**config.mk**
```make
export PLATFORM = sky130hd
export DESIGN_NAME = hci_uart_packet_deframer_flat
export DESIGN_NICKNAME = d
export VERILOG_FILES = /design/src/hud_pkg.sv /design/src/hud_stream_if.sv /design/src/hci_uart_packet_deframer.sv /design/src/hud_in_stage.sv /design/src/hud_parser.sv /design/src/hud_out_stage.sv /design/src/flat_wrapper.sv
export SDC_FILE = /design/constraint.sdc
export NUM_CORES = 1
export LEC_CHECK = 0
export ABC_CLOCK_PERIOD_IN_PS = 4000
export BUFFER_PORTS_ARGS = -buffer_cell sky130_fd_sc_hd__buf_2
export CAP_MARGIN = 20
export CORE_MARGIN = 10
export CORE_UTILIZATION = 35
export DETAILED_ROUTE_END_ITERATION = 6
export GPL_TIMING_DRIVEN = 1
export HOLD_SLACK_MARGIN = 0.03
export PLACE_DENSITY_LB_ADDON = 0.3
export SLEW_MARGIN = 20
export SYNTH_ARGS = -nofsm -noshare
export SYNTH_HDL_FRONTEND = slang
export SYNTH_SLANG_ARGS = --single-unit
```
**constraint.sdc**
```tcl
create_clock -name clk_i -period 4 [get_ports clk_i]
set_input_delay 0.6 -clock clk_i [delete_from_list [all_inputs] [get_ports clk_i]]
set_output_delay 0.6 -clock clk_i [all_outputs]
set_load 0.02 [all_outputs]
```
**src/hud_pkg.sv**
```systemverilog
// ----------------------------------------------------------------------------
// HCI UART deframer package
// Shared types and constants for the H4 receive-side deframer.
// ----------------------------------------------------------------------------
package hud_pkg;

  localparam logic [7:0]  TypeAcl     = 8'h02;
  localparam logic [7:0]  TypeEvent   = 8'h04;
  localparam logic [15:0] MaxLenReset = 16'd1024;

  localparam logic [1:0]  EventHdrLastPos = 2'd1;
  localparam logic [1:0]  AclHdrLastPos   = 2'd3;
  localparam logic [1:0]  AclLenLoPos     = 2'd2;
  localparam logic [1:0]  AclLenHiPos     = 2'd3;

  localparam logic KindEvent = 1'b0;
  localparam logic KindAcl   = 1'b1;

  typedef struct packed {
    logic [7:0] rx_byte;
  } rx_beat_t;

  typedef struct packed {
    logic [15:0] max_payload_len;
  } cfg_beat_t;

  typedef struct packed {
    logic       packet_kind;
    logic [7:0] data_byte;
    logic       last_byte;
    logic       oversize_error;
  } pkt_beat_t;

  typedef struct packed {
    logic     valid;
    rx_beat_t beat;
  } rx_slot_t;

endpackage

```
**src/hud_stream_if.sv**
```systemverilog
// ----------------------------------------------------------------------------
// Stream interface
// Valid/ready channel carrying one payload beat per handshake.
// ----------------------------------------------------------------------------
interface hud_stream_if #(
  parameter type payload_t = logic [7:0]
);
  logic     valid;
  logic     ready;
  payload_t payload;

  modport source (output valid, output payload, input ready);
  modport sink   (input valid, input payload, output ready);
endinterface

```
**src/hci_uart_packet_deframer.sv**
```systemverilog
// ----------------------------------------------------------------------------
// HCI UART packet deframer
// Splits a received H4 byte stream into event and ACL packet beats.
//
//   port   dir  beat         contents
//   rx_i   in   rx_beat_t    rx_byte
//   cfg_i  in   cfg_beat_t   max_payload_len
//   pkt_o  out  pkt_beat_t   packet_kind, data_byte, last_byte, oversize_error
//
// One byte per cycle unless pkt_o stalls; each byte is held in the input
// register and its result in the result register.
// Reset clears all framing state and loads max_payload_len with 1024.
// A stalled pkt_o holds both registers, bytes that yield no beat included.
// cfg_i is always ready and registers each write into max_payload_len.
// ----------------------------------------------------------------------------
module hci_uart_packet_deframer (
  input  logic         clk_i,
  input  logic         rst_ni,
  hud_stream_if.sink   rx_i,
  hud_stream_if.sink   cfg_i,
  hud_stream_if.source pkt_o
);
  import hud_pkg::*;

  logic [15:0] max_len_q;
  rx_slot_t    slot;
  logic        advance;
  logic        res_valid;
  pkt_beat_t   res;
  rx_beat_t    rx_beat;
  cfg_beat_t   cfg_beat;
  pkt_beat_t   pkt_beat;

  assign rx_beat     = rx_i.payload;
  assign cfg_beat    = cfg_i.payload;
  assign cfg_i.ready = 1'b1;
  assign pkt_o.payload = pkt_beat;

  always_ff @(posedge clk_i or negedge rst_ni) begin
    if (!rst_ni) begin
      max_len_q <= MaxLenReset;
    end else if (cfg_i.valid) begin
      max_len_q <= cfg_beat.max_payload_len;
    end
  end

  hud_in_stage u_in (
    .clk_i      (clk_i),
    .rst_ni     (rst_ni),
    .in_valid_i (rx_i.valid),
    .in_beat_i  (rx_beat),
    .in_ready_o (rx_i.ready),
    .advance_i  (advance),
    .slot_o     (slot)
  );

  hud_parser u_parser (
    .clk_i       (clk_i),
    .rst_ni      (rst_ni),
    .slot_i      (slot),
    .advance_i   (advance),
    .max_len_i   (max_len_q),
    .res_valid_o (res_valid),
    .res_o       (res)
  );

  hud_out_stage u_out (
    .clk_i       (clk_i),
    .rst_ni      (rst_ni),
    .res_valid_i (res_valid),
    .res_i       (res),
    .free_o      (advance),
    .out_valid_o (pkt_o.valid),
    .out_beat_o  (pkt_beat),
    .out_ready_i (pkt_o.ready)
  );
endmodule

```
**src/hud_in_stage.sv**
```systemverilog
// ----------------------------------------------------------------------------
// Input register
// Holds one received byte until the parser takes it.
// ----------------------------------------------------------------------------
module hud_in_stage (
  input  logic              clk_i,
  input  logic              rst_ni,
  input  logic              in_valid_i,
  input  hud_pkg::rx_beat_t in_beat_i,
  output logic              in_ready_o,
  input  logic              advance_i,
  output hud_pkg::rx_slot_t slot_o
);
  import hud_pkg::*;

  logic     valid_q;
  rx_beat_t beat_q;

  assign in_ready_o = !valid_q || advance_i;

  always_ff @(posedge clk_i or negedge rst_ni) begin
    if (!rst_ni) begin
      valid_q <= 1'b0;
    end else if (in_ready_o) begin
      valid_q <= in_valid_i;
    end
  end

  always_ff @(posedge clk_i) begin
    if (in_ready_o && in_valid_i) begin
      beat_q <= in_beat_i;
    end
  end

  assign slot_o.valid = valid_q;
  assign slot_o.beat  = beat_q;
endmodule

```
**src/hud_parser.sv**
```systemverilog
// ----------------------------------------------------------------------------
// Packet parser
// Tracks type/header/payload phases; a result per header or kept payload byte.
// ----------------------------------------------------------------------------
module hud_parser (
  input  logic               clk_i,
  input  logic               rst_ni,
  input  hud_pkg::rx_slot_t  slot_i,
  input  logic               advance_i,
  input  logic [15:0]        max_len_i,
  output logic               res_valid_o,
  output hud_pkg::pkt_beat_t res_o
);
  import hud_pkg::*;

  typedef enum logic [1:0] {
    PhType,
    PhHeader,
    PhPayload
  } phase_e;

  phase_e      phase_q, phase_d;
  logic [1:0]  hdr_cnt_q, hdr_cnt_d;
  logic [15:0] len_q, len_d;
  logic [15:0] remain_q, remain_d;
  logic        kind_q, kind_d;
  logic        drop_q, drop_d;

  logic [7:0]  b;
  logic        hdr_final;
  logic        pay_last;

  assign b = slot_i.beat.rx_byte;

  always_comb begin
    phase_d     = phase_q;
    hdr_cnt_d   = hdr_cnt_q;
    len_d       = len_q;
    remain_d    = remain_q;
    kind_d      = kind_q;
    drop_d      = drop_q;
    res_valid_o = 1'b0;
    res_o.packet_kind    = kind_q;
    res_o.data_byte      = b;
    res_o.last_byte      = 1'b0;
    res_o.oversize_error = 1'b0;
    hdr_final   = 1'b0;
    pay_last    = 1'b0;

    unique case (phase_q)
      PhHeader: begin
        res_valid_o = 1'b1;
        if (kind_q == KindAcl) begin
          if (hdr_cnt_q == AclLenLoPos) begin
            len_d = {len_q[15:8], b};
          end else if (hdr_cnt_q == AclLenHiPos) begin
            len_d = {b, len_q[7:0]};
          end
          hdr_final = (hdr_cnt_q == AclHdrLastPos);
        end else begin
          if (hdr_cnt_q == EventHdrLastPos) begin
            len_d = {8'h00, b};
          end
          hdr_final = (hdr_cnt_q >= EventHdrLastPos);
        end
        if (hdr_final) begin
          hdr_cnt_d = 2'd0;
          priority if (len_d > max_len_i) begin
            res_o.last_byte      = 1'b1;
            res_o.oversize_error = 1'b1;
            drop_d    = 1'b1;
            remain_d  = len_d;
            phase_d   = PhPayload;
          end else if (len_d == 16'd0) begin
            res_o.last_byte = 1'b1;
            drop_d    = 1'b0;
            remain_d  = 16'd0;
            phase_d   = PhType;
          end else begin
            drop_d    = 1'b0;
            remain_d  = len_d;
            phase_d   = PhPayload;
          end
        end else begin
          hdr_cnt_d = hdr_cnt_q + 2'd1;
        end
      end
      PhPayload: begin
        pay_last        = (remain_q <= 16'd1);
        res_valid_o     = !drop_q;
        res_o.last_byte = pay_last;
        if (pay_last) begin
          remain_d = 16'd0;
          drop_d   = 1'b0;
          phase_d  = PhType;
        end else begin
          remain_d = remain_q - 16'd1;
        end
      end
      default: begin
        hdr_cnt_d = 2'd0;
        len_d     = 16'd0;
        remain_d  = 16'd0;
        drop_d    = 1'b0;
        if (b == TypeEvent) begin
          kind_d  = KindEvent;
          phase_d = PhHeader;
        end else if (b == TypeAcl) begin
          kind_d  = KindAcl;
          phase_d = PhHeader;
        end else begin
          phase_d = PhType;
        end
      end
    endcase

    if (!slot_i.valid) begin
      res_valid_o = 1'b0;
    end
  end

  always_ff @(posedge clk_i or negedge rst_ni) begin
    if (!rst_ni) begin
      phase_q   <= PhType;
      hdr_cnt_q <= 2'd0;
      len_q     <= 16'd0;
      remain_q  <= 16'd0;
      kind_q    <= 1'b0;
      drop_q    <= 1'b0;
    end else if (advance_i && slot_i.valid) begin
      phase_q   <= phase_d;
      hdr_cnt_q <= hdr_cnt_d;
      len_q     <= len_d;
      remain_q  <= remain_d;
      kind_q    <= kind_d;
      drop_q    <= drop_d;
    end
  end
endmodule

```
**src/hud_out_stage.sv**
```systemverilog
// ----------------------------------------------------------------------------
// Result register
// Holds one packet beat until the downstream sink takes it.
// ----------------------------------------------------------------------------
module hud_out_stage (
  input  logic               clk_i,
  input  logic               rst_ni,
  input  logic               res_valid_i,
  input  hud_pkg::pkt_beat_t res_i,
  output logic               free_o,
  output logic               out_valid_o,
  output hud_pkg::pkt_beat_t out_beat_o,
  input  logic               out_ready_i
);
  import hud_pkg::*;

  logic      valid_q;
  pkt_beat_t beat_q;

  assign free_o = !valid_q || out_ready_i;

  always_ff @(posedge clk_i or negedge rst_ni) begin
    if (!rst_ni) begin
      valid_q <= 1'b0;
    end else if (free_o) begin
      valid_q <= res_valid_i;
    end
  end

  always_ff @(posedge clk_i) begin
    if (free_o && res_valid_i) begin
      beat_q <= res_i;
    end
  end

  assign out_valid_o = valid_q;
  assign out_beat_o  = beat_q;
endmodule
```
**src/flat_wrapper.sv**
```systemverilog
// flat-port wrapper written by rule: the top's interface ports become plain ports
module hci_uart_packet_deframer_flat import hud_pkg::*;
  (clk_i, rst_ni, rx_i_valid, rx_i_payload, rx_i_ready, cfg_i_valid, cfg_i_payload, cfg_i_ready, pkt_o_valid, pkt_o_payload, pkt_o_ready);
  hud_stream_if rx_i_i ();
  hud_stream_if cfg_i_i ();
  hud_stream_if pkt_o_i ();
  input  logic clk_i;
  input  logic rst_ni;
  input wire logic [$bits(rx_i_i.valid)-1:0] rx_i_valid;
  input wire logic [$bits(rx_i_i.payload)-1:0] rx_i_payload;
  output wire logic [$bits(rx_i_i.ready)-1:0] rx_i_ready;
  input wire logic [$bits(cfg_i_i.valid)-1:0] cfg_i_valid;
  input wire logic [$bits(cfg_i_i.payload)-1:0] cfg_i_payload;
  output wire logic [$bits(cfg_i_i.ready)-1:0] cfg_i_ready;
  output wire logic [$bits(pkt_o_i.valid)-1:0] pkt_o_valid;
  output wire logic [$bits(pkt_o_i.payload)-1:0] pkt_o_payload;
  input wire logic [$bits(pkt_o_i.ready)-1:0] pkt_o_ready;
  assign rx_i_i.valid = rx_i_valid;
  assign rx_i_i.payload = rx_i_payload;
  assign rx_i_ready = rx_i_i.ready;
  assign cfg_i_i.valid = cfg_i_valid;
  assign cfg_i_i.payload = cfg_i_payload;
  assign cfg_i_ready = cfg_i_i.ready;
  assign pkt_o_valid = pkt_o_i.valid;
  assign pkt_o_payload = pkt_o_i.payload;
  assign pkt_o_i.ready = pkt_o_ready;
  hci_uart_packet_deframer u_core (.clk_i(clk_i), .rst_ni(rst_ni), .rx_i(rx_i_i), .cfg_i(cfg_i_i), .pkt_o(pkt_o_i));
endmodule
```
* Yosys cells after proc, flatten, opt, wreduce, memory -nomap -nowiden
Cells that the tools add are included.
Cells by class: add/subtract/negate cells 2, multipliers 0, divide/modulo/power cells 0, magnitude comparators 3, equality and inequality tests 9, shift-type cells 0, mux-type cells 34, bitwise logic cells 2, reductions and logical operators 16
Operators by type and width (number):
- $mux 16 | 9
- $pmux 16 s2 | 2
- $gt 16x11->1 | 1
- $le 16x1->1 const B | 1
- $logic_not 16->1 | 1
- $sub 16x1->16 const B | 1
- $mux 1 | 12
- $mux 2 | 6
- $eq 8x2->1 const B | 1
- $eq 8x3->1 const B | 1
- $pmux 2 s2 | 2
- $eq 2x2->1 const B | 3
- $pmux 1 s2 | 3
- $reduce_and 2->1 | 3
- $reduce_and 3->1 | 2
- $eq 2x1->1 const B | 2
- $ne 2x2->1 const B | 2
- $logic_and 1x1->1 | 3
- $logic_not 1->1 | 3
- $add 2x1->2 const B | 1
- $ge 2x1->1 const B | 1
- $logic_or 1x1->1 | 2
- $not 1->1 | 2
- $reduce_bool 2->1 | 1
- $reduce_or 2->1 | 1
Storage, ports and cells: register bits 65, bits in latches 0, memory bits (writable) 0, ROM bits 0, input port bits 21, memories 0

* Logic depth before layout (Yosys ltp)
word-level depth 10, depth in mapped cells 13

* By module
A second synthesis with hierarchy kept.
Unflattened totals: cells, all modules 402, area total of the unflattened synthesis 3967.6 sq um
Modules (own cells, without submodules):
- hud_parser | instances 1, cells an instance 352, area each 2900.3 sq um, sequential area each 950.9 sq um
- hud_out_stage | instances 1, cells an instance 15, area each 384.1 sq um, sequential area each 355.3 sq um
- hci_uart_packet_deframer | instances 1, cells an instance 22, area each 381.6 sq um, sequential area each 226.5 sq um
- hud_in_stage | instances 1, cells an instance 13, area each 301.5 sq um, sequential area each 265.3 sq um

* Least setup slack after synthesis
Ideal clock, no wire load.
path kind reg-to-reg, start point register u_core.u_parser.hdr_cnt_q[0], end point register u_core.u_out.beat_q (netlist bit u_core.u_out.out_beat_o[1]) (data pin), library setup time 0.261 ns, arrival time 2.816 ns, setup slack 0.923 ns, stages on the path, launching flop included 14, path buffers 1, path through dfrtp_1 -> inv_1 -> ha_1 -> nor2b_1 -> buf_2 -> mux2_2 -> a22o_1 -> ha_1 -> and3_1 -> nand3_1 -> o221a_2 -> a211o_1 -> nor3_1 -> o31ai_1
RTL lines:
- from (decl) | RTL line hud_parser.sv:23 | logic [1:0] hdr_cnt_q, hdr_cnt_d;
- from (signal assigned) | RTL line hud_parser.sv:132 | hdr_cnt_q <= hdr_cnt_d;
- to (signal assigned) | RTL line hud_out_stage.sv:32 | beat_q <= res_i;
- to (decl) | RTL line hud_out_stage.sv:18 | pkt_beat_t beat_q;

==> run metrics <==
Synth Warn #=0; Max-slew headroom=0.463; Min-Delay Path Depth=1; worst reg2reg path depth=12; RSZ-0062 raised after global routing=no; clock period minus worst slack=~3.6 ns; total grt overflow=0; synthesized net count=413; vias=between 2000 and 3000; DR WL met3=474 µm; core area=~10000 µm²; area taken by flip-flops and latches=between 1500 and 2000 µm²; I/O Buffers=30; post-DP HPWL=6.49 mm; met2 WL post-DR=4.08 mm; ys flop type=dfrtp_1; Critical Path Most Common Cell=ha_1; top-area cell type share of the netlist area=0.333; DRT iter0 DRCs=~180; final hold vios=0; CP peak stage delay=~0.47 ns; Synth top cells by count=60 x nand2_1, 48 x dfrtp_1, 38 x o21ai_0; area growth from synthesis to final layout=15.1%; Max IR drop VDD=~0.17 mV; cells along the critical path=inv_1 -> ha_1 -> nor2b_1 -> mux2_2 -> a22o_1 -> ha_1 -> and3_1 -> nand3_1 -> o221a_2 -> a211o_1 -> nor3_1 -> o31ai_1; worst-path maximum fanout=9; Chip Height=122 µm; Routed WL per cell=approximately 16 µm; Leak=about 0.0018 µW; WS Path Type=reg -> reg; I/O pins=32; final count of negative-setup-slack endpoints=0; Mapped Avg Cell Area=around 9.6 µm²; clk sinks=65; DRT Pass-1 Iters=4; Fmax=approximately 280 MHz; Worst Tran Pin Value=between 0.8 and 0.9 ns; area of the die=approximately 15000 µm²; CTS tree=yes; clk_skew=0.00835 ns; Hold WC Path Type=in -> reg; largest net degree at the start of global routing=48; most common cell in the netlist=nand2_1; final period utilization=0.889; # fillers=roughly 1000; Syn Std Cell Area=3610 µm²; Initial Util=0.355; pre-CTS setup slack=approximately 0.49 ns; Post-synth ARST share=0.754; worst-skew pair later-pin latency=approximately 0.35 ns; Cell Area, Placed=3900 µm²; footprint of the multi-input gates=between 1500 and 2000 µm²; n_diodes=0; placed cells=531; Final WS setup=0.442 ns; Placement Rows=37; count of pins over their slew limit=0; CP arrival=3.66 ns; Worst-path clk slew=approximately 0.080 ns; vias per inst=5.25; total track usage=0.124; Clk Tree Root Cell=clkbuf_8; htree depth=3; register area share after synthesis=0.473; DIE WIDTH=approximately 120 µm; EDFF count, synth=16; top routing layer in use=met4; CP Capture Type=register; status=completed; worst endpoint required time=4.10 ns; share of post-route cells with drive strength above 1=0.189; Worst Setup Start Kind=register; initial antenna violation count=0; area leader, netlist=dfrtp_1; Total Wirelength=between 8 and 9 mm; Cell Count, Final, Fillers Out=548; CTS resizes=0; global-route wire length before repair=14.6 mm; Post-route DRC=0; Layout Nets=445; global placement routability congestion=0.879; number of global-route vias before repair=~2800; wire length on met1=a little over 4 mm; maxcap violations=0; Pwr Density=around 360 nW/µm²; Netlist cell types=56; Setup TNS=0 ns; #FFs+latches synth=65; Max stage delay cell, worst path=nor2b_1; Area contributors post-synth=dfrtp_1 33%, edfxtp_1 13%, nand2_1 6.2%; clock buffer depth=2; Post-CTS Setup Bufs=0; fin area=~4200 µm²; CTS Buf Count=9; antenna-violating nets left=0; synthesized instance count=approximately 380
-- layer usage --
metal / up-vias / global-route usage
met4: 0 / 0.0335
met3: 9 / 0.0398
met1: 1385 / 0.159
met5: - / 0
li1: 1418 / -
met2: 64 / 0.197
-- per-stage QoR --
stage | total power [µW] | util | hold slack (ns)
after CTS | 1520 | 0.407 | 0.405
final | 1500 | 0.408 | 0.422
after global placement | 826 | 0.383 | 0.392
after global routing | 1560 | 0.408 | 0.404
after detailed placement | 829 | 0.383 | 0.395
after floorplan | 785 | - | 0.304
-- placed cells by master, fill, tap and decap left out, types with 3 or more instances in the layout --
| cell | synthesis | routed |
|---|---|---|
| or3b_2 | 6 | 6 |
| buf_2 | 3 | 30 |
| nand4_1 | 3 | 3 |
| nand2_1 | 60 | 60 |
| ha_1 | 17 | 17 |
| nand2b_1 | 8 | 8 |
| o21ai_1 | 4 | 4 |
| o31ai_1 | 5 | 5 |
| inv_1 | 22 | 22 |
| o211ai_1 | 7 | 7 |
| edfxtp_1 | 16 | 16 |
| a22o_1 | 10 | 10 |
| a21oi_1 | 9 | 9 |
| nor3_1 | 16 | 15 |
| mux2_2 | 9 | 9 |
| clkbuf_8 | 0 | 9 |
| nand4b_1 | 6 | 6 |
| bufinv_16 | 0 | 3 |
| o22ai_1 | 4 | 4 |
| and3_1 | 3 | 3 |
| a21boi_1 | 3 | 3 |
| nor4_1 | 5 | 5 |
| a31oi_1 | 4 | 4 |
| o21ai_0 | 38 | 38 |
| dfrtp_1 | 48 | 48 |
| nand3_1 | 6 | 6 |
| buf_4 | 1 | 5 |
| nor2_1 | 16 | 16 |
-- what timing repair did --
item,4_1_cts,5_1_grt
hold buffers,1,0
endpoints found under the hold margin,2,0
endpoints found under the setup margin,0,0
-- layout make-up --
class,count,area share
Clock inverter,7,0.0286
Multi-Input combinational cell,273,0.422
Inverter,22,0.0199
Sequential cell,65,0.411
Timing Repair Buffer,36,0.0476
Tap cell,136,0.0410
Clock buffer,9,0.0298
-- cell families after synthesis --
logic type	count (synthesis)	share of synthesized area
simple gates	143	0.204
xor+xnor	2	0.00485
mux	12	0.0374
fa+ha+maj	17	0.0589
compound gates	98	0.178
buf+inv	37	0.0426
flops	65	0.473
other cells	1	0.00104
-- sequential cells by signal, indices dropped and copies added, names as in the netlist, 2 cells and up --
name	count
u_core.max_len_q	9
u_core.u_in.beat_q	8
u_core.u_out.out_beat_o	8
u_core.u_parser.hdr_cnt_q	2
u_core.u_parser.len_q	16
u_core.u_parser.phase_q	2
u_core.u_parser.remain_q	16
-- power by group --
| part | switching (µW) | leakage, µW | internal (µW) | total, µW |
|---|---|---|---|---|
| logic | 66.5 | 0.000852 | 34.4 | 101 |
| registers | 17.5 | 0.000814 | 698 | 715 |
| clock network | 270 | 0.000115 | 414 | 683 |
| total | 354 | 0.00178 | 1150 | 1500 |
-- critical path: cells and delay by family, from the launching register on --
| family | cells | cell delay (ns) |
|---|---|---|
| adders and majority gates | 2 | 0.61 |
| and+or+nand+nor | 4 | 0.92 |
| muxes | 1 | 0.39 |
| DFF | 1 | 0.38 |
| buffers and inverters | 1 | 0.09 |
| AOI/OAI and AO/OA | 4 | 0.91 |
-- worst paths after layout --
path | from | end | slack (ns)
min reg2reg | u_core.max_len_q[10]$_DFFE_PN1P_ | u_core.max_len_q[10]$_DFFE_PN1P_ | 0.48
max reg2reg | u_core.u_parser.hdr_cnt_q[0]$_DFFE_PN0P_ | u_core.u_out.out_beat_o[1]$_DFFE_PP_ | 0.44
min | rx_i_payload[1] | u_core.u_in.beat_q[1]$_DFFE_PP_ | 0.42
min in group asynchronous | rst_ni | u_core.u_in.valid_q$_DFFE_PN0N_ | 0.56
max | u_core.u_parser.hdr_cnt_q[0]$_DFFE_PN0P_ | u_core.u_out.out_beat_o[1]$_DFFE_PP_ | 0.44
max in group asynchronous | rst_ni | u_core.u_parser.len_q[1]$_DFFE_PN0P_ | 2.65
Note: power is estimated with default switching activity, not from simulation.
